File: config.mk
export PLATFORM = sky130hd
export DESIGN_NAME = rpc_cell
export DESIGN_NICKNAME = d
export VERILOG_FILES = /design/src/sv/rpc_pkg.sv /design/src/sv/rpc_cell.sv
export SDC_FILE = /design/constraint.sdc
export NUM_CORES = 1
export LEC_CHECK = 0
export BUFFER_PORTS_ARGS = -buffer_cell sky130_fd_sc_hd__buf_2
export CORE_ASPECT_RATIO = 1.4
export CORE_MARGIN = 2
export CORE_UTILIZATION = 30
export CTS_CLUSTER_SIZE = 8
export DETAILED_ROUTE_END_ITERATION = 8
export GPL_TIMING_DRIVEN = 0
export PLACE_DENSITY_LB_ADDON = 0.15
export SETUP_SLACK_MARGIN = 0.1
export SLEW_MARGIN = 20
export SYNTH_ARGS = -nofsm -noshare
export SYNTH_HDL_FRONTEND = slang
export SYNTH_SLANG_ARGS = --single-unit
File: constraint.sdc
create_clock -name clk_i -period 1.9 [get_ports clk_i]
set_input_delay 0.19 -clock clk_i [delete_from_list [all_inputs] [get_ports clk_i]]
set_output_delay 0.19 -clock clk_i [all_outputs]
set_load 0.1 [all_outputs]
File: src/sv/rpc_pkg.sv
// Shared types and constants for the point rotation pipeline.
// Used by rpc_prep, rpc_cell, rpc_post and rotate_point_about_center.
`timescale 1ns / 1ps

package rpc_pkg;

  localparam int CORDIC_STEPS_DEF = 24;
  localparam int MAX_STEPS        = 31;

  // offset in Q.32 (16 guard bits below Q16.16), angle accumulator width
  localparam int VEC_W  = 51;
  localparam int ANG_W  = 34;
  localparam int PROD_W = VEC_W + 15;

  localparam logic signed [31:0]      GAIN_Q31 = 32'sh4DBA76D4;
  localparam logic signed [PROD_W-1:0] PROD_RND = PROD_W'(64'sd16384);
  localparam logic signed [ANG_W-1:0]  Z_BIAS   = ANG_W'(64'sh2000_0000);

  localparam logic [29:0] ATAN_TURNS [MAX_STEPS] = '{
    30'h20000000, 30'h12E4051E, 30'h09FB385B, 30'h051111D4, 30'h028B0D43,
    30'h0145D7E1, 30'h00A2F61E, 30'h00517C55, 30'h0028BE53, 30'h00145F2F,
    30'h000A2F98, 30'h000517CC, 30'h00028BE6, 30'h000145F3, 30'h0000A2FA,
    30'h0000517D, 30'h000028BE, 30'h0000145F, 30'h00000A30, 30'h00000518,
    30'h0000028C, 30'h00000146, 30'h000000A3, 30'h00000051, 30'h00000029,
    30'h00000014, 30'h0000000A, 30'h00000005, 30'h00000003, 30'h00000001,
    30'h00000001
  };

  typedef struct packed {
    logic signed [VEC_W-1:0] x;
    logic signed [VEC_W-1:0] y;
    logic signed [ANG_W-1:0] z;
    logic signed [31:0]      cx;
    logic signed [31:0]      cy;
  } rpc_vec_t;

endpackage

File: src/sv/rpc_cell.sv
// One CORDIC micro-rotation cell with its own stage register.
// STEP sets the shift and the arctangent entry; depends on rpc_pkg.
`timescale 1ns / 1ps

module rpc_cell import rpc_pkg::*; #(
  parameter int STEP = 0
) (
  input  logic     clk_i,
  input  logic     rst_ni,
  input  logic     en_i,
  input  logic     valid_i,
  input  rpc_vec_t vec_i,
  output logic     valid_o,
  output rpc_vec_t vec_o
);

  localparam logic signed [ANG_W-1:0] ATAN_STEP =
    $signed({{(ANG_W-30){1'b0}}, ATAN_TURNS[STEP]});

  logic signed [VEC_W-1:0] xs, ys;
  logic                    valid_q;
  rpc_vec_t                vec_d, vec_q;

  assign xs = $signed(vec_i.x) >>> STEP;
  assign ys = $signed(vec_i.y) >>> STEP;

  always_comb begin
    vec_d = vec_i;
    if (!vec_i.z[ANG_W-1]) begin
      vec_d.x = vec_i.x - ys;
      vec_d.y = vec_i.y + xs;
      vec_d.z = vec_i.z - ATAN_STEP;
    end else begin
      vec_d.x = vec_i.x + ys;
      vec_d.y = vec_i.y - xs;
      vec_d.z = vec_i.z + ATAN_STEP;
    end
  end

  always_ff @(posedge clk_i or negedge rst_ni) begin
    if (!rst_ni) begin
      valid_q <= 1'b0;
    end else if (en_i) begin
      valid_q <= valid_i;
    end
  end

  always_ff @(posedge clk_i) begin
    if (en_i) begin
      vec_q <= vec_d;
    end
  end

  assign valid_o = valid_q;
  assign vec_o   = vec_q;

endmodule

Yosys cells after proc, flatten, opt, wreduce, memory -nomap -nowiden
Index checks and enable logic that the tools add are counted.
{"block": "op_classes", "n_mux": 1, "add_sub_neg": 5}
{"op": "2-to-1 mux 136 bit", "n": 1}
{"op": "subtractor 51 bit", "n": 2}
{"op": "adder 51 bit", "n": 1}
{"op": "adder 34 x 31 -> 34 bit (second input constant)", "n": 1}
{"op": "subtractor 34 x 31 -> 34 bit (second input constant)", "n": 1}
{"block": "totals", "elab_cells": 12, "regBits": 201, "input_bits": 204, "output_inout_bits": 201}

Logic depth before layout (Yosys ltp)
{"block": "depth", "word_depth": 2, "ltp_mapped": 14, "depth_no_buf": 13}

Worst setup path before layout
OpenSTA, ideal clock, no wires.
{"block": "synth_timing", "kind": "input -> register", "start": "input port vec_i[98] in the netlist's numbering", "end": "register vec_q, in the netlist vec_o[142], data pin", "path_buffers": 0, "path_stages": 12, "t_arrival_ns": 2.767, "required_ns": 1.633, "path_slack_ns": -1.133, "setup_ns": 0.267, "cell_sequence": "ha_1 fa_1 nor2b_1 o311ai_2 a21oi_1 nor4_4 o41ai_2 a211oi_2 o21ai_1 a311oi_1 o22ai_1 xnor2_1"}
{"element": "start, declared", "line": "rpc_cell.sv:12", "source": "input rpc_vec_t vec_i,"}
{"element": "end signal, assigned", "line": "rpc_cell.sv:50", "source": "vec_q <= vec_d;"}
{"element": "end, declared", "line": "rpc_cell.sv:22", "source": "rpc_vec_t vec_d, vec_q;"}

==> results.cfg <==
[floorplan]
coreArea_um2 = 51000
die_area_um2 = 53400
start_util_pct = 30.3
io_pins = 405
num_rows = 98
die_width_um = 196
die_h_um = 273

[layout]
mostFrequentLayoutCells = 390 x buf_2, 199 x edfxtp_1, 143 x a21oi_1
area_growth_pct = 55.3
fin_nets = 2665
stdcell_area_um2 = 24000
n_fill_cell = 4887
drive_gt1_share_pct = 41.3
layout_commonest_cell = buf_2
final_cells = 2973
fin_util_pct = 47.1

[critical_path]
start_kind = primary input
path_max_fanout = 6
cp-startpoint = vec_i[119]
r2r_end = valid_o$_DFFE_PN0P_
path_class = in2reg
critPathRequiredTime_ns = 2.13
crit_arrival_ns = 3.25
crit_path_end_kind = flip-flop
r2r_setup_slack_ns = 1.15
endpoint = vec_o[148]$_DFFE_PP_
rr_worst_depth = 1
reg2reg_from = valid_o$_DFFE_PN0P_

[sta]
slew_headroom_pct = 32.5
fin_ws_ns = -1.12
rsz0062_at_grt = true
fin_crit_ns = 3.02
fin_setup_tns_ns = -52.07
tightestPinTransition_ns = 1.01
drv_slew = 0
hold_viol_final = 0
finalSetupViolCount = 83
fin_crit_sh_pct = 159
timing.hold.ws_ns = 0.0699
max_freq_mhz = 331
fin_worst_skew_ns = 0

[place]
place_inst = 2714
placed_cell_area_um2 = 19200
portBuffers = 404
pre_cts_slack_ns = -1.98
place_congestion = 0.957
place_hpwl_um = 54700

[clock_tree]
clockRootBuffer = clkbuf_16
clk_latency_ns = 0.49
h-tree-depth = 4
cts_buffers = 17
clkSinkCount = 200
cts.reportedPaths.clkPinSlew_ns = 0.09
cts_buffer_depth = 2
cts_tree = yes

[synth]
seq_area_frac_synth_pct = 38.8
ys_warn_count = 0
synth_nets = 2019
synth_cell_types = 83
synth.avg_cell_area_um2 = 9.33
syn_inst = 1658
ys.flop_type = edfxtp_1
synth-seq-cells = 200
synthArstFlopShare_pct = 0.500
synth_edf_count = 199
synth_area_um2 = 15500

[pwr]
p_total_mw = 20.6
p_seq_share_pct = 27.9
comb_power_share_pct = 52.4
leakagePower_nw = 10.1
internal_power_mw = 10.4
p_per_area_nw_per_um2 = 857
switching_share_pct = 49.3
ir_drop_v = 0.000672
clkPwrFrac_pct = 19.7
switching_power_mw = 10.1

[hold_path]
hold_path_class = in2reg

[status]
violations = negative setup slack
status = finished with violations

[global_routing]
grt_max_degree = 97
grt_pass1_wl_um = 102000
overflow = 0
grt_usage_pct = 25.6
met2_usage_pct = 49.9
grt-busiest-layer = met2
met3_usage_pct = 3.50
antenna_found_initial = 8
use_met1_pct = 25.2
grt_pass1_vias = 16789

[routing]
drc_errors = 0
drt_iter0_markers = 994
dr.pass1.iters = 7
drtAntennaViolNets = 0
vias = 16001
post_drt_via_cell_ratio = 5.38
wirelength_um = 69900
drt-wirelength-per-cell_um = 23.5

[flow_run]
drv_cap = 0
[area by class of cell]
class                   count  area, µm²  area share [%]
multi-input cells        1230      11000            45.7
flip-flops and latches    200       6000            25.0
clock inverters            15        233           0.969
plain buffers              66        513            2.14
clock buffers              17        425            1.77
inverters                 161        683            2.85
well taps                 650        813            3.39
repair buffers            628       4350            18.1
diodes                      6       15.0          0.0625
[synthesized netlist by cell type, drive strengths merged (27+ instances only)]
cell / n / area (µm²)
edfxtp: 199 / 5980
a21oi: 194 / 971
inv: 158 / 593
ha: 153 / 1910
nor2: 144 / 541
o21ai: 114 / 571
nand2: 95 / 357
xnor2: 95 / 840
a21o: 36 / 270
o21bai: 35 / 263
buf: 34 / 168
clkbuf: 33 / 124
mux2i: 29 / 290
nor3: 27 / 135
[worst min path at each step]
stage / end / depth (start not counted) / from / slack (ns)
final: vec_o[94]$_DFFE_PP_ / 2 / vec_i[94] / 0.07
after global routing: vec_o[94]$_DFFE_PP_ / 2 / vec_i[94] / 0.07
after CTS: vec_o[94]$_DFFE_PP_ / 2 / vec_i[94] / 0.04
after detailed placement: valid_o$_DFFE_PN0P_ / 1 / rst_ni / -0.03
after global placement: valid_o$_DFFE_PN0P_ / 1 / rst_ni / -0.03
after floorplan: valid_o$_DFFE_PN0P_ / 0 / rst_ni / -0.11
[worst max-delay path: stages]
cell	delay, ns
buf_2	0.11
inv_1	0.07
ha_4	0.27
inv_1	0.11
a21oi_1	0.45
o31ai_4	0.20
nor4_4	0.31
buf_6	0.16
nor2_4	0.03
a311oi_2	0.33
nand3_2	0.26
a211o_1	0.36
a32oi_2	0.27
xnor2_1	0.10
[per-layer routing]
layer,up-vias,wire (µm)
li1,7312,-
met1,7700,24300
met2,739,37300
met3,250,3270
met4,0,5000
met5,-,0
[cell families after synthesis]
kind of cell	share of synthesized area (%)
AOI/OAI and AO/OA	22.5
xor gates and xnor gates	5.77
adders and majority gates	12.9
buffers and inverters	5.79
DFF	38.8
muxes	2.02
and+or+nand+nor	12.2
[power by group through the flow]
stage | Clock [mW] | Combinational, mW | Sequential [mW]
after floorplan | 0 | 2.82 | 9.91
after global routing | 4.33 | 11.2 | 5.79
final | 4.06 | 10.8 | 5.74
after CTS | 4.20 | 10.3 | 5.75
after global placement | 0 | 9.10 | 5.86
after detailed placement | 0 | 9.11 | 5.84
[what timing repair did]
action	4_1_cts	5_1_grt
cloned	0	0
setup endpoints to repair	104	99
endpoints found under the hold margin	96	0
setup buffers	84	49
pin swaps	127	125
resized for setup	322	145
hold buffers	97	0
[registers in the layout, indices dropped and copies added, names as in the netlist]
register	cells
vec_o	199
valid_o	1
Power figures use the tool's default switching activity.
