File: config.mk
export PLATFORM = sky130hd
export DESIGN_NAME = rpc_post
export DESIGN_NICKNAME = d
export VERILOG_FILES = /design/src/sv/rpc_pkg.sv /design/src/sv/rpc_post.sv
export SDC_FILE = /design/constraint.sdc
export NUM_CORES = 1
export LEC_CHECK = 0
export ABC_AREA = 1
export BUFFER_PORTS_ARGS = -buffer_cell sky130_fd_sc_hd__buf_2
export CORE_ASPECT_RATIO = 1.5
export CORE_MARGIN = 2
export CORE_UTILIZATION = 41
export CTS_CLUSTER_DIAMETER = 50
export DETAILED_ROUTE_END_ITERATION = 7
export PLACE_DENSITY = 0.78
export SLEW_MARGIN = 40
export SYNTH_ARGS = -nofsm -noshare
export SYNTH_HDL_FRONTEND = slang
export SYNTH_SLANG_ARGS = --single-unit
File: constraint.sdc
create_clock -name clk_i -period 1.65 [get_ports clk_i]
set_clock_uncertainty 0.2 [all_clocks]
set_input_delay 0.0825 -clock clk_i [delete_from_list [all_inputs] [get_ports clk_i]]
set_output_delay 0.0825 -clock clk_i [all_outputs]
set_load 0.02 [all_outputs]
File: src/sv/rpc_pkg.sv
// Shared types and constants for the point rotation pipeline.
// Used by rpc_prep, rpc_cell, rpc_post and rotate_point_about_center.
`timescale 1ns / 1ps

package rpc_pkg;

  localparam int CORDIC_STEPS_DEF = 24;
  localparam int MAX_STEPS        = 31;

  // offset in Q.32 (16 guard bits below Q16.16), angle accumulator width
  localparam int VEC_W  = 51;
  localparam int ANG_W  = 34;
  localparam int PROD_W = VEC_W + 15;

  localparam logic signed [31:0]      GAIN_Q31 = 32'sh4DBA76D4;
  localparam logic signed [PROD_W-1:0] PROD_RND = PROD_W'(64'sd16384);
  localparam logic signed [ANG_W-1:0]  Z_BIAS   = ANG_W'(64'sh2000_0000);

  localparam logic [29:0] ATAN_TURNS [MAX_STEPS] = '{
    30'h20000000, 30'h12E4051E, 30'h09FB385B, 30'h051111D4, 30'h028B0D43,
    30'h0145D7E1, 30'h00A2F61E, 30'h00517C55, 30'h0028BE53, 30'h00145F2F,
    30'h000A2F98, 30'h000517CC, 30'h00028BE6, 30'h000145F3, 30'h0000A2FA,
    30'h0000517D, 30'h000028BE, 30'h0000145F, 30'h00000A30, 30'h00000518,
    30'h0000028C, 30'h00000146, 30'h000000A3, 30'h00000051, 30'h00000029,
    30'h00000014, 30'h0000000A, 30'h00000005, 30'h00000003, 30'h00000001,
    30'h00000001
  };

  typedef struct packed {
    logic signed [VEC_W-1:0] x;
    logic signed [VEC_W-1:0] y;
    logic signed [ANG_W-1:0] z;
    logic signed [31:0]      cx;
    logic signed [31:0]      cy;
  } rpc_vec_t;

endpackage

File: src/sv/rpc_post.sv
// Back of the pipeline: round off guard bits, add center, clamp to 32 bits.
// One register stage; depends on rpc_pkg.
`timescale 1ns / 1ps

module rpc_post import rpc_pkg::*; (
  input  logic               clk_i,
  input  logic               rst_ni,
  input  logic               en_i,
  input  logic               valid_i,
  input  rpc_vec_t           vec_i,
  output logic               valid_o,
  output logic signed [31:0] rotated_x_o,
  output logic signed [31:0] rotated_y_o,
  output logic               saturated_o
);

  localparam int OW = VEC_W - 16;
  localparam logic signed [VEC_W-1:0] RND = VEC_W'(64'sd32768);
  localparam logic signed [OW:0] S_MAX = (OW+1)'(64'sh7FFF_FFFF);
  localparam logic signed [OW:0] S_MIN = (OW+1)'(-64'sh8000_0000);

  logic signed [VEC_W-1:0] xr, yr;
  logic signed [OW-1:0]    ox, oy;
  logic signed [OW:0]      sx, sy;
  logic signed [31:0]      rx_d, ry_d, rx_q, ry_q;
  logic                    hx, hy, sat_q, valid_q;

  always_comb begin
    xr = vec_i.x + RND;
    yr = vec_i.y + RND;
    ox = xr[VEC_W-1:16];
    oy = yr[VEC_W-1:16];
    sx = (OW+1)'(vec_i.cx) + (OW+1)'(ox);
    sy = (OW+1)'(vec_i.cy) + (OW+1)'(oy);
    hx = (sx > S_MAX) || (sx < S_MIN);
    hy = (sy > S_MAX) || (sy < S_MIN);
    if (sx > S_MAX)      rx_d = 32'sh7FFF_FFFF;
    else if (sx < S_MIN) rx_d = 32'sh8000_0000;
    else                 rx_d = sx[31:0];
    if (sy > S_MAX)      ry_d = 32'sh7FFF_FFFF;
    else if (sy < S_MIN) ry_d = 32'sh8000_0000;
    else                 ry_d = sy[31:0];
  end

  always_ff @(posedge clk_i or negedge rst_ni) begin
    if (!rst_ni) begin
      valid_q <= 1'b0;
    end else if (en_i) begin
      valid_q <= valid_i;
    end
  end

  always_ff @(posedge clk_i) begin
    if (en_i) begin
      rx_q  <= rx_d;
      ry_q  <= ry_d;
      sat_q <= hx | hy;
    end
  end

  assign valid_o     = valid_q;
  assign rotated_x_o = rx_q;
  assign rotated_y_o = ry_q;
  assign saturated_o = sat_q;

endmodule

# Yosys cells after proc, flatten, opt, wreduce, memory -nomap -nowiden
# Cells that the tools add are included.
[totals] regBits=66 inputBits=204 latchBits=0 ram_bits=0 memories=0 mem_bits_ro=0
[op_classes] n_mul=0 order_cmp=4 shifts=0 n_mux=2 n_bitwise=1 div=0 n_addsub=4 n_eq_ne=0 reduce_logical=2
[op_table] op="$add A51 B17 Y51 const B" count=2
[op_table] op="$add A32 B35 Y36" count=2
[op_table] op="$gt A36 B32 Y1 const B" count=2
[op_table] op="$lt A36 B32 Y1 const B" count=2
[op_table] op="$mux W32" count=2
[op_table] op="$logic_or A1 B1 Y1" count=2
[op_table] op="$or A1 B1 Y1" count=1

# Logic depth before layout (Yosys ltp)
[logic_depth] word_depth=5 mapped_depth=28 ltp_nobuf=28

# Worst setup path after synthesis
# OpenSTA, ideal clock, no wires.
[synth_path] path_type="input to register" start="in vec_i[164] (netlist name)" end="reg rx_q[10], in the netlist rotated_x_o[10], data pin" stages=24 arrival_ps=3092 setup_slack_ps=-1902 t_required_ps=1190 setup_ps=260 cell_sequence="ha_1 -> nand2_1 -> nor2_2 -> nand2_1 -> nor3_4 -> nand2_2 -> nor4_4 -> nand2_1 -> nor2_1 -> nand3_1 -> xor2_1 -> inv_1 -> ha_1 -> nand2_1 -> a21oi_1 -> a211oi_1 -> nand2_1 -> a31oi_1 -> nand2_2 -> nand2_2 -> nand2_2 -> nor2_4 -> buf_6 -> o21ai_1"
[synth_between] elab_chain_len=4 word_cells_on_any_way=5 cone_classes="add/sub: 2; order compare: 2; mux: 1"
[synth_rtl] element="start: declaration" line="rpc_post.sv:10" rtl="input rpc_vec_t vec_i,"
[synth_rtl] element="$add A51 B17 Y51 *" line="rpc_post.sv:29" rtl="xr = vec_i.x + RND;"
[synth_rtl] element="$add A32 B35 Y36 *" line="rpc_post.sv:33" rtl="sx = (OW+1)'(vec_i.cx) + (OW+1)'(ox);"
[synth_rtl] element="$lt A36 B32 Y1" line="rpc_post.sv:38" rtl="else if (sx < S_MIN) rx_d = 32'sh8000_0000;"
[synth_rtl] element="$mux W32" line="rpc_post.sv:38"
[synth_rtl] element="end signal: assignment" line="rpc_post.sv:55" rtl="rx_q <= rx_d;"
[synth_rtl] element="end: declaration" line="rpc_post.sv:25" rtl="logic signed [31:0] rx_d, ry_d, rx_q, ry_q;"
# Mark *: on every way between the ends. The rest lies on a longest branch, timed or not.
# A chain may end at the register's enable or synchronous reset.

# Worst setup path in the final report
[layout_path] start="in vec_i[114] (netlist name)" end="reg ry_q[12], in the netlist rotated_y_o[12], data pin"
[layout_between] elab_chain_len=4 word_cells_on_any_way=5 cone_classes="add/sub: 2; order compare: 2; mux: 1"
[layout_rtl] element="$add A51 B17 Y51 *" line="rpc_post.sv:30" rtl="yr = vec_i.y + RND;"
[layout_rtl] element="$add A32 B35 Y36 *" line="rpc_post.sv:34" rtl="sy = (OW+1)'(vec_i.cy) + (OW+1)'(oy);"
[layout_rtl] element="$lt A36 B32 Y1" line="rpc_post.sv:41" rtl="else if (sy < S_MIN) ry_d = 32'sh8000_0000;"
[layout_rtl] element="$mux W32" line="rpc_post.sv:41"
[layout_rtl] element="end signal: assignment" line="rpc_post.sv:56" rtl="ry_q <= ry_d;"
[layout_rtl] element="end: declaration" line="rpc_post.sv:25"
# Marks and branches as above.

==> flow_summary.yaml <==
final_layout:
  num-fill-cells: 1785
  nets: 2209
  syn_to_final_growth_pct: 66.6
  diodes: 0
  instances_no_fill: 2202
  final_util: 0.694
  layout-drive-gt1-share: 0.437
setup_path:
  crit_type: "primary input to flip-flop"
  worstPathMaxFanout: 6
  arrival_ps: 3640
  cp-start-kind: "primary input"
  timing.rr.start: "valid_o$_DFFE_PN0P_"
  ff2ff_setup_slack_ps: 710
  reg2regPathDepth: 1
  crit_required_ps: 1540
  worst_setup_path_end_kind: "flip-flop"
  timing.rr.end: "valid_o$_DFFE_PN0P_"
flow_run:
  maxCapViolCount: 0
clock_tree:
  clock_latency_ps: 340
  ctsLongestPathBuffers: 2
  ctsRootBufferMaster: "clkbuf_16"
  clkTransAtPathRegs_ps: 60
  cts_buffers: 9
  clock_sinks: 66
  htreeDepth: 3
  cts_tree: "built"
run_status:
  violations: "negative setup slack"
  status: "complete, but fails checks"
grt:
  gr-total-overflow: 0
  antenna_found_initial: 3
  grt_pass1_vias: 11400
  grt_max_degree: 49
  grt_use_total: 0.298
  grt_pass1_wl_um: 52300
routing:
  drt_wl_total_um: 35000
  vias: 11200
  drc_errors: 0
  first_pass_iters: 5
  ant_nets: 0
  drtIter0Drc: 517
  post_drt_wl_per_cell_um: 15.9
  viasPerCell: 5.08
min_path:
  holdPathEnd: "rotated_y_o[0]$_SDFFCE_PN1P_"
  min_from: "vec_i[0]"
  holdCritPathClass: "primary input to flip-flop"
  hold_depth: 4
power:
  p_leak_nw: 7.56
  p_per_area_mw_per_mm2: 700
  peakVddDrop_uv: 517
sta:
  fmax_mhz: 267
  period_share: 2.27
  worst_pin_slew_ps: 395
  rsz0062_at_grt: "yes"
  setup_viol: 65
  hold_viol: 0
  holdWs_ps: 15.2
  worst_slack_ps: -2090
  min_period_ps: 3740
  slew_viol_final: 0
  fin_setup_tns_ps: -127560
  slew_headroom: 0.736
die:
  io_pins: 270
  core_mm2: 0.0210
  start_util: 0.417
  die_y_um: 183
  row_count: 65
  die_area_mm2: 0.0225
  die_x_um: 123
synth:
  synth_cells: 1331
  netlist_area_mm2: 0.00875
  ys_seq_area_frac: 0.226
  syn_nets: 1611
  ys.flop_type: "edfxtp_1"
  ys_seq_elements: 66
  yosys.area.top_type_share: 0.223
  yosys-top-cells-area: "edfxtp_1, nand2_1, ha_1"
  synth_async_sr_flop_share: 0.0152
  syn_avg_cell_area_um2: 6.57
  synth_edf_count: 65
  yosys_warnings: 0
  yosys.area.top_type: "edfxtp_1"
  synth.most_common_cell: "nand2_1"
  ys_types: 46
  ys_top_cells_by_count: "nand2_1, inv_1, nor2_1"
placed_design:
  io_buffers: 205
  preCtsSetupSlack_ps: -2390
  hpwl_um: 28100
  gp_congestion: 0.973
  dp.cells: 2150
## timing repair
action / 4_1_cts / 5_1_grt
setup buffers: 19 / 8
gates resized for setup: 126 / 96
setup endpoints to repair: 65 / 65
cloned: 2 / 5
hold endpoints to repair: 2 / 0
pin swaps: 60 / 22
hold buffers: 3 / 0
## sequential cells by signal, indices dropped and copies added (netlist names)
register	cells
rotated_x_o	32
rotated_y_o	32
saturated_o	1
valid_o	1
## metrics by stage
step	power (mW)	cell area [µm²]
global placement	7.20	13000
global route	10.7	14600
finish	10.2	14600
detailed placement	7.30	13000
CTS	9.63	14000
floorplan	5.03	9050
## how the worst max path moves through the flow
stage / start / end
final: vec_i[114] / rotated_y_o[12]$_SDFFCE_PN1P_
after global routing: vec_i[114] / rotated_y_o[12]$_SDFFCE_PN1P_
after CTS: vec_i[164] / rotated_x_o[17]$_SDFFCE_PN1P_
after detailed placement: vec_i[164] / rotated_x_o[24]$_SDFFCE_PN1P_
after global placement: vec_i[164] / saturated_o$_DFFE_PP_
after floorplan: vec_i[164] / saturated_o$_DFFE_PP_
## cells in the final DEF (no fill, tap or decap), drive strengths merged, types with 49 or more instances in the layout
cell type,instances
nand2,405
xnor2,49
nor2,120
nand3,59
a21oi,77
inv,213
edfxtp,65
xor2,69
o21ai,75
ha,74
buf,591
## critical path, cell delays in order
cell       delay (ps)
buf_8              80
ha_4              120
nand4_1           120
nor2_2            210
nand2_2            90
nor2_2            110
nand4_1           210
nor3_2            300
nand4_1           150
xor2_1            170
inv_1              90
ha_4              290
buf_6             120
nand2_8            60
nor3_4            210
nand2_2            90
nor2_1            160
nand2_1           100
nand2_1            80
nand2_2            70
nand2_2            80
nand2_4            60
o21ai_4           170
buf_12            160
clkbuf_16         170
o21ai_2            60
## metal layers
metal  vias up  GRT usage  part of all wire  wire length [µm]
met5         -          0            0.0013                46
met4         6      0.210             0.080              2810
met3       164     0.0395             0.044              1550
met2       408      0.592              0.55             19300
met1      5086      0.263              0.32             11300
li1       5531          -                 -                 -
## kinds of logic after synthesis
kind of cell	synth area share
multiplexers	0.00129
AND/OR/NAND/NOR	0.326
XOR/XNOR	0.118
adder cells (fa/ha/maj)	0.110
buffers and inverters	0.0978
AO/OA/AOI/OAI	0.121
flip-flops	0.226
## where the power goes
group,switching [mW],internal [mW]
logic,3.22,2.54
registers,0.109,2.29
clock network,0.827,1.20
## cell type report
class / count / area (µm²) / share of cell area
Clock buffer: 9 / 225 / 0.0155
Clock inverter: 7 / 82.6 / 0.00567
Inverter: 209 / 787 / 0.0540
Multi-Input combinational cell: 1046 / 6960 / 0.478
Sequential cell: 66 / 1980 / 0.136
Tap cell: 268 / 335 / 0.0230
Timing Repair Buffer: 597 / 4200 / 0.288
(Power assumes the default switching activity.)
