==> config.mk <==
export PLATFORM = sky130hd
export DESIGN_NAME = rpc_prep
export DESIGN_NICKNAME = d
export VERILOG_FILES = /design/src/sv/rpc_pkg.sv /design/src/sv/rpc_prep.sv
export SDC_FILE = /design/constraint.sdc
export NUM_CORES = 2
export LEC_CHECK = 0
export BUFFER_PORTS_ARGS = -buffer_cell sky130_fd_sc_hd__buf_2
export CAP_MARGIN = 20
export CORE_UTILIZATION = 30
export CTS_CLUSTER_DIAMETER = 50
export CTS_CLUSTER_SIZE = 16
export DETAILED_ROUTE_END_ITERATION = 8
export MAX_ROUTING_LAYER = met4
export PLACE_DENSITY_LB_ADDON = 0.1
export SYNTH_ARGS = -nofsm -noshare
export SYNTH_HDL_FRONTEND = slang
export SYNTH_SLANG_ARGS = --single-unit
==> constraint.sdc <==
create_clock -name clk_i -period 9.2 [get_ports clk_i]
set_clock_uncertainty 0.2 [all_clocks]
set_input_delay 0.46 -clock clk_i [delete_from_list [all_inputs] [get_ports clk_i]]
set_output_delay 0.46 -clock clk_i [all_outputs]
set_load 0.03 [all_outputs]
==> src/sv/rpc_pkg.sv <==
// Shared types and constants for the point rotation pipeline.
// Used by rpc_prep, rpc_cell, rpc_post and rotate_point_about_center.
`timescale 1ns / 1ps

package rpc_pkg;

  localparam int CORDIC_STEPS_DEF = 24;
  localparam int MAX_STEPS        = 31;

  // offset in Q.32 (16 guard bits below Q16.16), angle accumulator width
  localparam int VEC_W  = 51;
  localparam int ANG_W  = 34;
  localparam int PROD_W = VEC_W + 15;

  localparam logic signed [31:0]      GAIN_Q31 = 32'sh4DBA76D4;
  localparam logic signed [PROD_W-1:0] PROD_RND = PROD_W'(64'sd16384);
  localparam logic signed [ANG_W-1:0]  Z_BIAS   = ANG_W'(64'sh2000_0000);

  localparam logic [29:0] ATAN_TURNS [MAX_STEPS] = '{
    30'h20000000, 30'h12E4051E, 30'h09FB385B, 30'h051111D4, 30'h028B0D43,
    30'h0145D7E1, 30'h00A2F61E, 30'h00517C55, 30'h0028BE53, 30'h00145F2F,
    30'h000A2F98, 30'h000517CC, 30'h00028BE6, 30'h000145F3, 30'h0000A2FA,
    30'h0000517D, 30'h000028BE, 30'h0000145F, 30'h00000A30, 30'h00000518,
    30'h0000028C, 30'h00000146, 30'h000000A3, 30'h00000051, 30'h00000029,
    30'h00000014, 30'h0000000A, 30'h00000005, 30'h00000003, 30'h00000001,
    30'h00000001
  };

  typedef struct packed {
    logic signed [VEC_W-1:0] x;
    logic signed [VEC_W-1:0] y;
    logic signed [ANG_W-1:0] z;
    logic signed [31:0]      cx;
    logic signed [31:0]      cy;
  } rpc_vec_t;

endpackage

==> src/sv/rpc_prep.sv <==
// Front of the pipeline: offset, gain compensation, quadrant rotation.
// Three register stages; depends on rpc_pkg.
`timescale 1ns / 1ps

module rpc_prep import rpc_pkg::*; (
  input  logic               clk_i,
  input  logic               rst_ni,
  input  logic               en_i,
  input  logic               valid_i,
  input  logic signed [31:0] point_x_i,
  input  logic signed [31:0] point_y_i,
  input  logic signed [31:0] center_x_i,
  input  logic signed [31:0] center_y_i,
  input  logic [31:0]        turn_angle_i,
  output logic               valid_o,
  output rpc_vec_t           vec_o
);

  localparam logic [1:0] QUAD_0 = 2'd0;
  localparam logic [1:0] QUAD_1 = 2'd1;
  localparam logic [1:0] QUAD_2 = 2'd2;
  localparam logic [1:0] QUAD_3 = 2'd3;

  logic                     v1_q, v2_q, v3_q;
  logic signed [32:0]       dx_q, dy_q, dx_d, dy_d;
  logic signed [31:0]       cx1_q, cy1_q, cx2_q, cy2_q;
  logic [31:0]              ang1_q, ang2_q;
  logic signed [PROD_W-1:0] prx_q, pry_q, prx_d, pry_d;
  logic signed [PROD_W-1:0] rx_s, ry_s;
  logic signed [VEC_W-1:0]  x0, y0;
  logic [31:0]              t_ang;
  rpc_vec_t                 vec_d, vec_q;

  assign dx_d = 33'(point_x_i) - 33'(center_x_i);
  assign dy_d = 33'(point_y_i) - 33'(center_y_i);
  assign prx_d = PROD_W'(dx_q) * PROD_W'(GAIN_Q31);
  assign pry_d = PROD_W'(dy_q) * PROD_W'(GAIN_Q31);

  always_comb begin
    rx_s  = prx_q + PROD_RND;
    ry_s  = pry_q + PROD_RND;
    x0    = rx_s[VEC_W+14:15];
    y0    = ry_s[VEC_W+14:15];
    t_ang = ang2_q + 32'h2000_0000;
    vec_d.cx = cx2_q;
    vec_d.cy = cy2_q;
    vec_d.z  = $signed({{(ANG_W-30){1'b0}}, t_ang[29:0]}) - Z_BIAS;
    case (t_ang[31:30])
      QUAD_0: begin
        vec_d.x = x0;
        vec_d.y = y0;
      end
      QUAD_1: begin
        vec_d.x = -y0;
        vec_d.y = x0;
      end
      QUAD_2: begin
        vec_d.x = -x0;
        vec_d.y = -y0;
      end
      QUAD_3: begin
        vec_d.x = y0;
        vec_d.y = -x0;
      end
      default: begin
        vec_d.x = x0;
        vec_d.y = y0;
      end
    endcase
  end

  always_ff @(posedge clk_i or negedge rst_ni) begin
    if (!rst_ni) begin
      v1_q <= 1'b0;
      v2_q <= 1'b0;
      v3_q <= 1'b0;
    end else if (en_i) begin
      v1_q <= valid_i;
      v2_q <= v1_q;
      v3_q <= v2_q;
    end
  end

  always_ff @(posedge clk_i) begin
    if (en_i) begin
      dx_q   <= dx_d;
      dy_q   <= dy_d;
      cx1_q  <= center_x_i;
      cy1_q  <= center_y_i;
      ang1_q <= turn_angle_i;
      prx_q  <= prx_d;
      pry_q  <= pry_d;
      cx2_q  <= cx1_q;
      cy2_q  <= cy1_q;
      ang2_q <= ang1_q;
      vec_q  <= vec_d;
    end
  end

  assign valid_o = v3_q;
  assign vec_o   = vec_q;

endmodule

# After elaboration in Yosys (flattened, before gate mapping)
# Index checks and enable logic that the tools add are counted.
word_totals:
  ff_bits: 589
op_classes:
  muxes: 1
  reduce_logical: 1
  n_mul: 2
  n_eq_ne: 3
  n_addsub: 8
ops:
  columns: ["op", "count"]
  rows:
  - ["102-bit case mux with 4 select lines", 1]
  - ["66-bit by 16-bit adder with 66-bit output (second input constant)", 2]
  - ["33-bit by 30-bit multiplier with 63-bit output (second input constant)", 2]
  - ["51-bit negator", 2]
  - ["32-bit by 32-bit subtractor with 33-bit output", 2]
  - ["32-bit by 30-bit adder with 32-bit output (second input constant)", 1]
  - ["30-bit by 30-bit subtractor with 31-bit output (second input constant)", 1]
  - ["2-bit == test (second input constant)", 2]
  - ["2-bit by 1-bit == test with 1-bit output (second input constant)", 1]
  - ["2-bit logical NOT", 1]

# Depth between registers and ports, before layout
depth:
  depth_word: 3
  mapped_depth: 31
  ltp_nobuf: 30

# Worst setup path after synthesis
# Ideal clock, no wire load.
synth_path:
  path_kind: "flip-flop to flip-flop"
  startpoint: "reg dy_q[32]"
  endpoint: "reg pry_q[59], data pin"
  path_stages_with_launch: 21
  n_path_buf: 1
  synth_period_minus_slack_ns: 8.138
  path_slack_ns: 1.062
  t_required_ns: 8.740
  arrival_ns: 7.678
  cell_sequence: "edfxtp_1 -> clkbuf_1 -> clkinv_1 -> o21ai_0 -> fa_1 -> fa_1 -> fa_1 -> fa_1 -> inv_1 -> fa_1 -> inv_1 -> ha_1 -> a21o_1 -> a21o_1 -> a21oi_1 -> or2_2 -> o21ai_0 -> a211o_1 -> a31o_2 -> a31o_2 -> xor2_1"
synth_via:
  elab_chain_len: 1
synth_rtl:
  columns: ["item", "line", "source"]
  rows:
  - ["from (decl)", "rpc_prep.sv:25", "logic signed [32:0] dx_q, dy_q, dx_d, dy_d;"]
  - ["from (signal assigned)", "rpc_prep.sv:87", "dy_q <= dy_d;"]
  - ["33-bit by 30-bit multiplier with 63-bit output", "rpc_prep.sv:37", "assign pry_d = PROD_W'(dy_q) * PROD_W'(GAIN_Q31);"]
  - ["via pry_d[59]", "rpc_prep.sv:28", "logic signed [PROD_W-1:0] prx_q, pry_q, prx_d, pry_d;"]
  - ["to (signal assigned)", "rpc_prep.sv:92", "pry_q <= pry_d;"]
  - ["to (decl)", "rpc_prep.sv:28", null]
# The timed path passes the listed nets, and every way through them passes these cells.
# A chain may end at the register's enable or synchronous reset.

# Final worst setup path
layout_path:
  startpoint: "reg dx_q[4]"
  endpoint: "reg prx_q[64], data pin"
layout_via:
  elab_chain_len: 1
layout_rtl:
  columns: ["item", "line", "source"]
  rows:
  - ["from (decl)", "rpc_prep.sv:25", null]
  - ["from (signal assigned)", "rpc_prep.sv:86", "dx_q <= dx_d;"]
  - ["33-bit by 30-bit multiplier with 63-bit output", "rpc_prep.sv:36", "assign prx_d = PROD_W'(dx_q) * PROD_W'(GAIN_Q31);"]
  - ["via prx_d[64]", "rpc_prep.sv:28", null]
  - ["to (signal assigned)", "rpc_prep.sv:91", "prx_q <= prx_d;"]
  - ["to (decl)", "rpc_prep.sv:28", null]
# The timed path passes the listed nets, and every way through them passes these cells.

==> results.json <==
{
  "status": "finished clean",
  "instances_no_fill": 9499,
  "drive_above_1_share": 0.0918,
  "synth_cells": 6063,
  "cts-htree-levels": 3,
  "grt_overflow_total": 0,
  "synth_ff_type": "edfxtp_1",
  "mappedNetlistArea_mm2": 0.0654,
  "dr.pass1.iters": 5,
  "rows": 171,
  "start_util": 0.302,
  "grt_max_degree": 124,
  "postCtsSetupRepairBufs": 0,
  "setup_tns_ns": 0,
  "syn_avg_cell_area_um2": 10.8,
  "hold_path_class": "primary input to flop",
  "reg2regPathDepth": 30,
  "endpoint_kind": "flop",
  "yosys.cell_count.top_type": "inv_1",
  "utilization": 0.345,
  "fp.coreArea_mm2": 0.217,
  "hold_violations": 0,
  "numCtsBuffers": 83,
  "clock_path_buffers": 3,
  "finalMaxSlewViolations": 0,
  "place_congestion": 0.908,
  "worstSetupPathType": "flop to flop",
  "syn_nets": 7935,
  "synth_edf_count": 556,
  "die_width_um": 469,
  "critPathLaunchType": "flop",
  "synthTopCellsByArea": "fa_1 (27%), edfxtp_1 (26%), ha_1 (16%), inv_1 (7.9%), xnor2_1 (3.6%)",
  "ys_warn_count": 0,
  "dpl.hpwl_mm": 179,
  "wl_mm": 208,
  "slowest_stage": "edfxtp_1",
  "grt_use_total": 0.195,
  "drc": 0,
  "fillers": 22200,
  "via_per_inst": 4.57,
  "drt-initial-drc-count": 2797,
  "synth.distinct_cells": 92,
  "crit_top_cell": "inv_1",
  "cp.required_ns": 9.47,
  "grt_pass1_vias": 45500,
  "synth_top_area_frac": 0.266,
  "wl_per_cell_um": 21.9,
  "slew_headroom": 0.280,
  "setup-violations-final": 0,
  "cpPeakStageDelay_ns": 0.57,
  "rsz0062_at_grt": "false",
  "die_area_mm2": 0.220,
  "cp.arrival_ns": 8.80,
  "hold-path-cell-count": 3,
  "async_reset_ff_frac": 0.00537,
  "clkLatencyLatePin_ns": 0.78,
  "clock.fmax_mhz": 117,
  "vias": 43400,
  "tightest_slew_ns": 1.07,
  "cts.reportedPaths.clkPinSlew_ns": 0.05,
  "ant_nets": 0,
  "path_max_fanout": 8,
  "dp_cells": 9216,
  "area_delta_synth_final_pct": 14.5,
  "yosysTopAreaCell": "fa_1",
  "synthTopCellsByCount": "inv_1 (1,383), fa_1 (870), ha_1 (838)",
  "cts.sinks": 559,
  "period_share": 0.927,
  "boundaryPins": 365,
  "cts_tree": "built",
  "synth-seq-cells": 559,
  "io_buffers": 364,
  "nNetsFinal": 8444,
  "drv_cap": 0,
  "synth_seq_area_share": 0.256,
  "die-height_um": 469,
  "min_period_ns": 8.53,
  "antenna_found_initial": 5,
  "cts_root_buf": "clkbuf_16",
  "grt_pass1_wl_mm": 305
}
-- worst max-delay path, delay by kind of cell (launching register included) --
family	cells	cell delay (ns)
adder cells (fa/ha/maj)	9	3.81
AO/OA/AOI/OAI	10	2.57
flip-flops	1	0.57
buffers and inverters	7	0.50
XOR/XNOR	3	0.41
AND/OR/NAND/NOR	1	0.18
-- routing by layer --
metal | global-route usage | part of all wire
met1 | 0.291 | 0.52
met2 | 0.274 | 0.41
met3 | 0.0333 | 0.050
met4 | 0.0410 | 0.018
met5 | - | 0
-- final timing paths --
check	slack, ns	end	from
setup / recovery	0.67	prx_q[64]$_DFFE_PP_	dx_q[4]$_DFFE_PP_
hold / removal	0.06	dx_q[30]$_DFFE_PP_	point_x_i[30]
setup reg to reg	0.67	prx_q[64]$_DFFE_PP_	dx_q[4]$_DFFE_PP_
hold reg to reg	0.20	vec_o[86]$_DFFE_PP_	ang2_q[22]$_DFFE_PP_
max in group asynchronous	8.28	v2_q$_DFFE_PN0P_	rst_ni
min in group asynchronous	0.37	valid_o$_DFFE_PN0P_	rst_ni
-- registers in the layout (all words and copies together), names as in the netlist --
signal	flops
ang1_q	32
ang2_q	32
v2_q	1
cx2_q	32
dx_q	33
prx_q	51
cy1_q	32
cy2_q	32
dy_q	33
pry_q	51
cx1_q	32
valid_o	1
v1_q	1
vec_o	196
-- placed cells by master, fill, tap and decap left out, types with 30 or more instances in the layout --
| master | n |
|---|---|
| xor2_1 | 260 |
| o21a_1 | 34 |
| nor2b_1 | 36 |
| a21oi_1 | 222 |
| o21ai_0 | 189 |
| nor2_1 | 194 |
| ha_1 | 837 |
| a31oi_1 | 37 |
| clkbuf_16 | 83 |
| a21o_1 | 140 |
| inv_1 | 1382 |
| and3_1 | 53 |
| nand4_1 | 54 |
| buf_2 | 364 |
| xnor2_1 | 271 |
| nand3_1 | 107 |
| edfxtp_1 | 556 |
| fa_1 | 870 |
| mux2i_1 | 54 |
| dlygate4sd3_1 | 123 |
| nor3_1 | 81 |
| buf_4 | 30 |
| nand2_1 | 201 |
| or3_1 | 33 |
-- cell families (layout without fill, tap and decap cells) --
family / after synthesis / count (layout) / share of synthesized area
AO/OA/AOI/OAI: 807 / 807 / 0.0783
other: 0 / 3 / 0
XOR/XNOR: 533 / 533 / 0.0714
adder cells (fa/ha/maj): 1708 / 1708 / 0.427
flip-flops: 559 / 559 / 0.256
AND/OR/NAND/NOR: 910 / 910 / 0.0711
multiplexers: 64 / 64 / 0.0100
buffers and inverters: 1482 / 2061 / 0.0863
-- through the flow --
step / area [um^2] / hold slack [ns] / worst slack [ns]
4_1_cts: 74900 / 0.00139 / 0.628
5_1_grt: 74900 / 0.0511 / 0.124
2_1_floorplan: 65400 / -0.0356 / 1.06
6_report: 74900 / 0.0566 / 0.667
3_3_place_gp: 70700 / 0.0565 / 0.644
3_5_place_dp: 70700 / 0.0585 / 0.661
-- area by class of cell --
| cell class | count | area [um^2] | area share |
|---|---|---|---|
| Tap cell | 2854 | 3570 | 0.0477 |
| Inverter | 1385 | 5200 | 0.0694 |
| Antenna cell | 3 | 7.51 | 0.000100 |
| Timing Repair Buffer | 521 | 3340 | 0.0446 |
| Clock inverter | 67 | 888 | 0.0119 |
| Multi-Input combinational cell | 4022 | 43000 | 0.575 |
| Sequential cell | 559 | 16800 | 0.224 |
| Clock buffer | 88 | 2100 | 0.0280 |
-- what timing repair did --
item,in CTS,in global routing
gates resized for setup,0,0
hold buffers,123,0
endpoints found under the hold margin,169,0
Power is left out: the tool's default activity adds up to more than one toggle a clock period on the data nets, which glitch-free logic cannot reach.
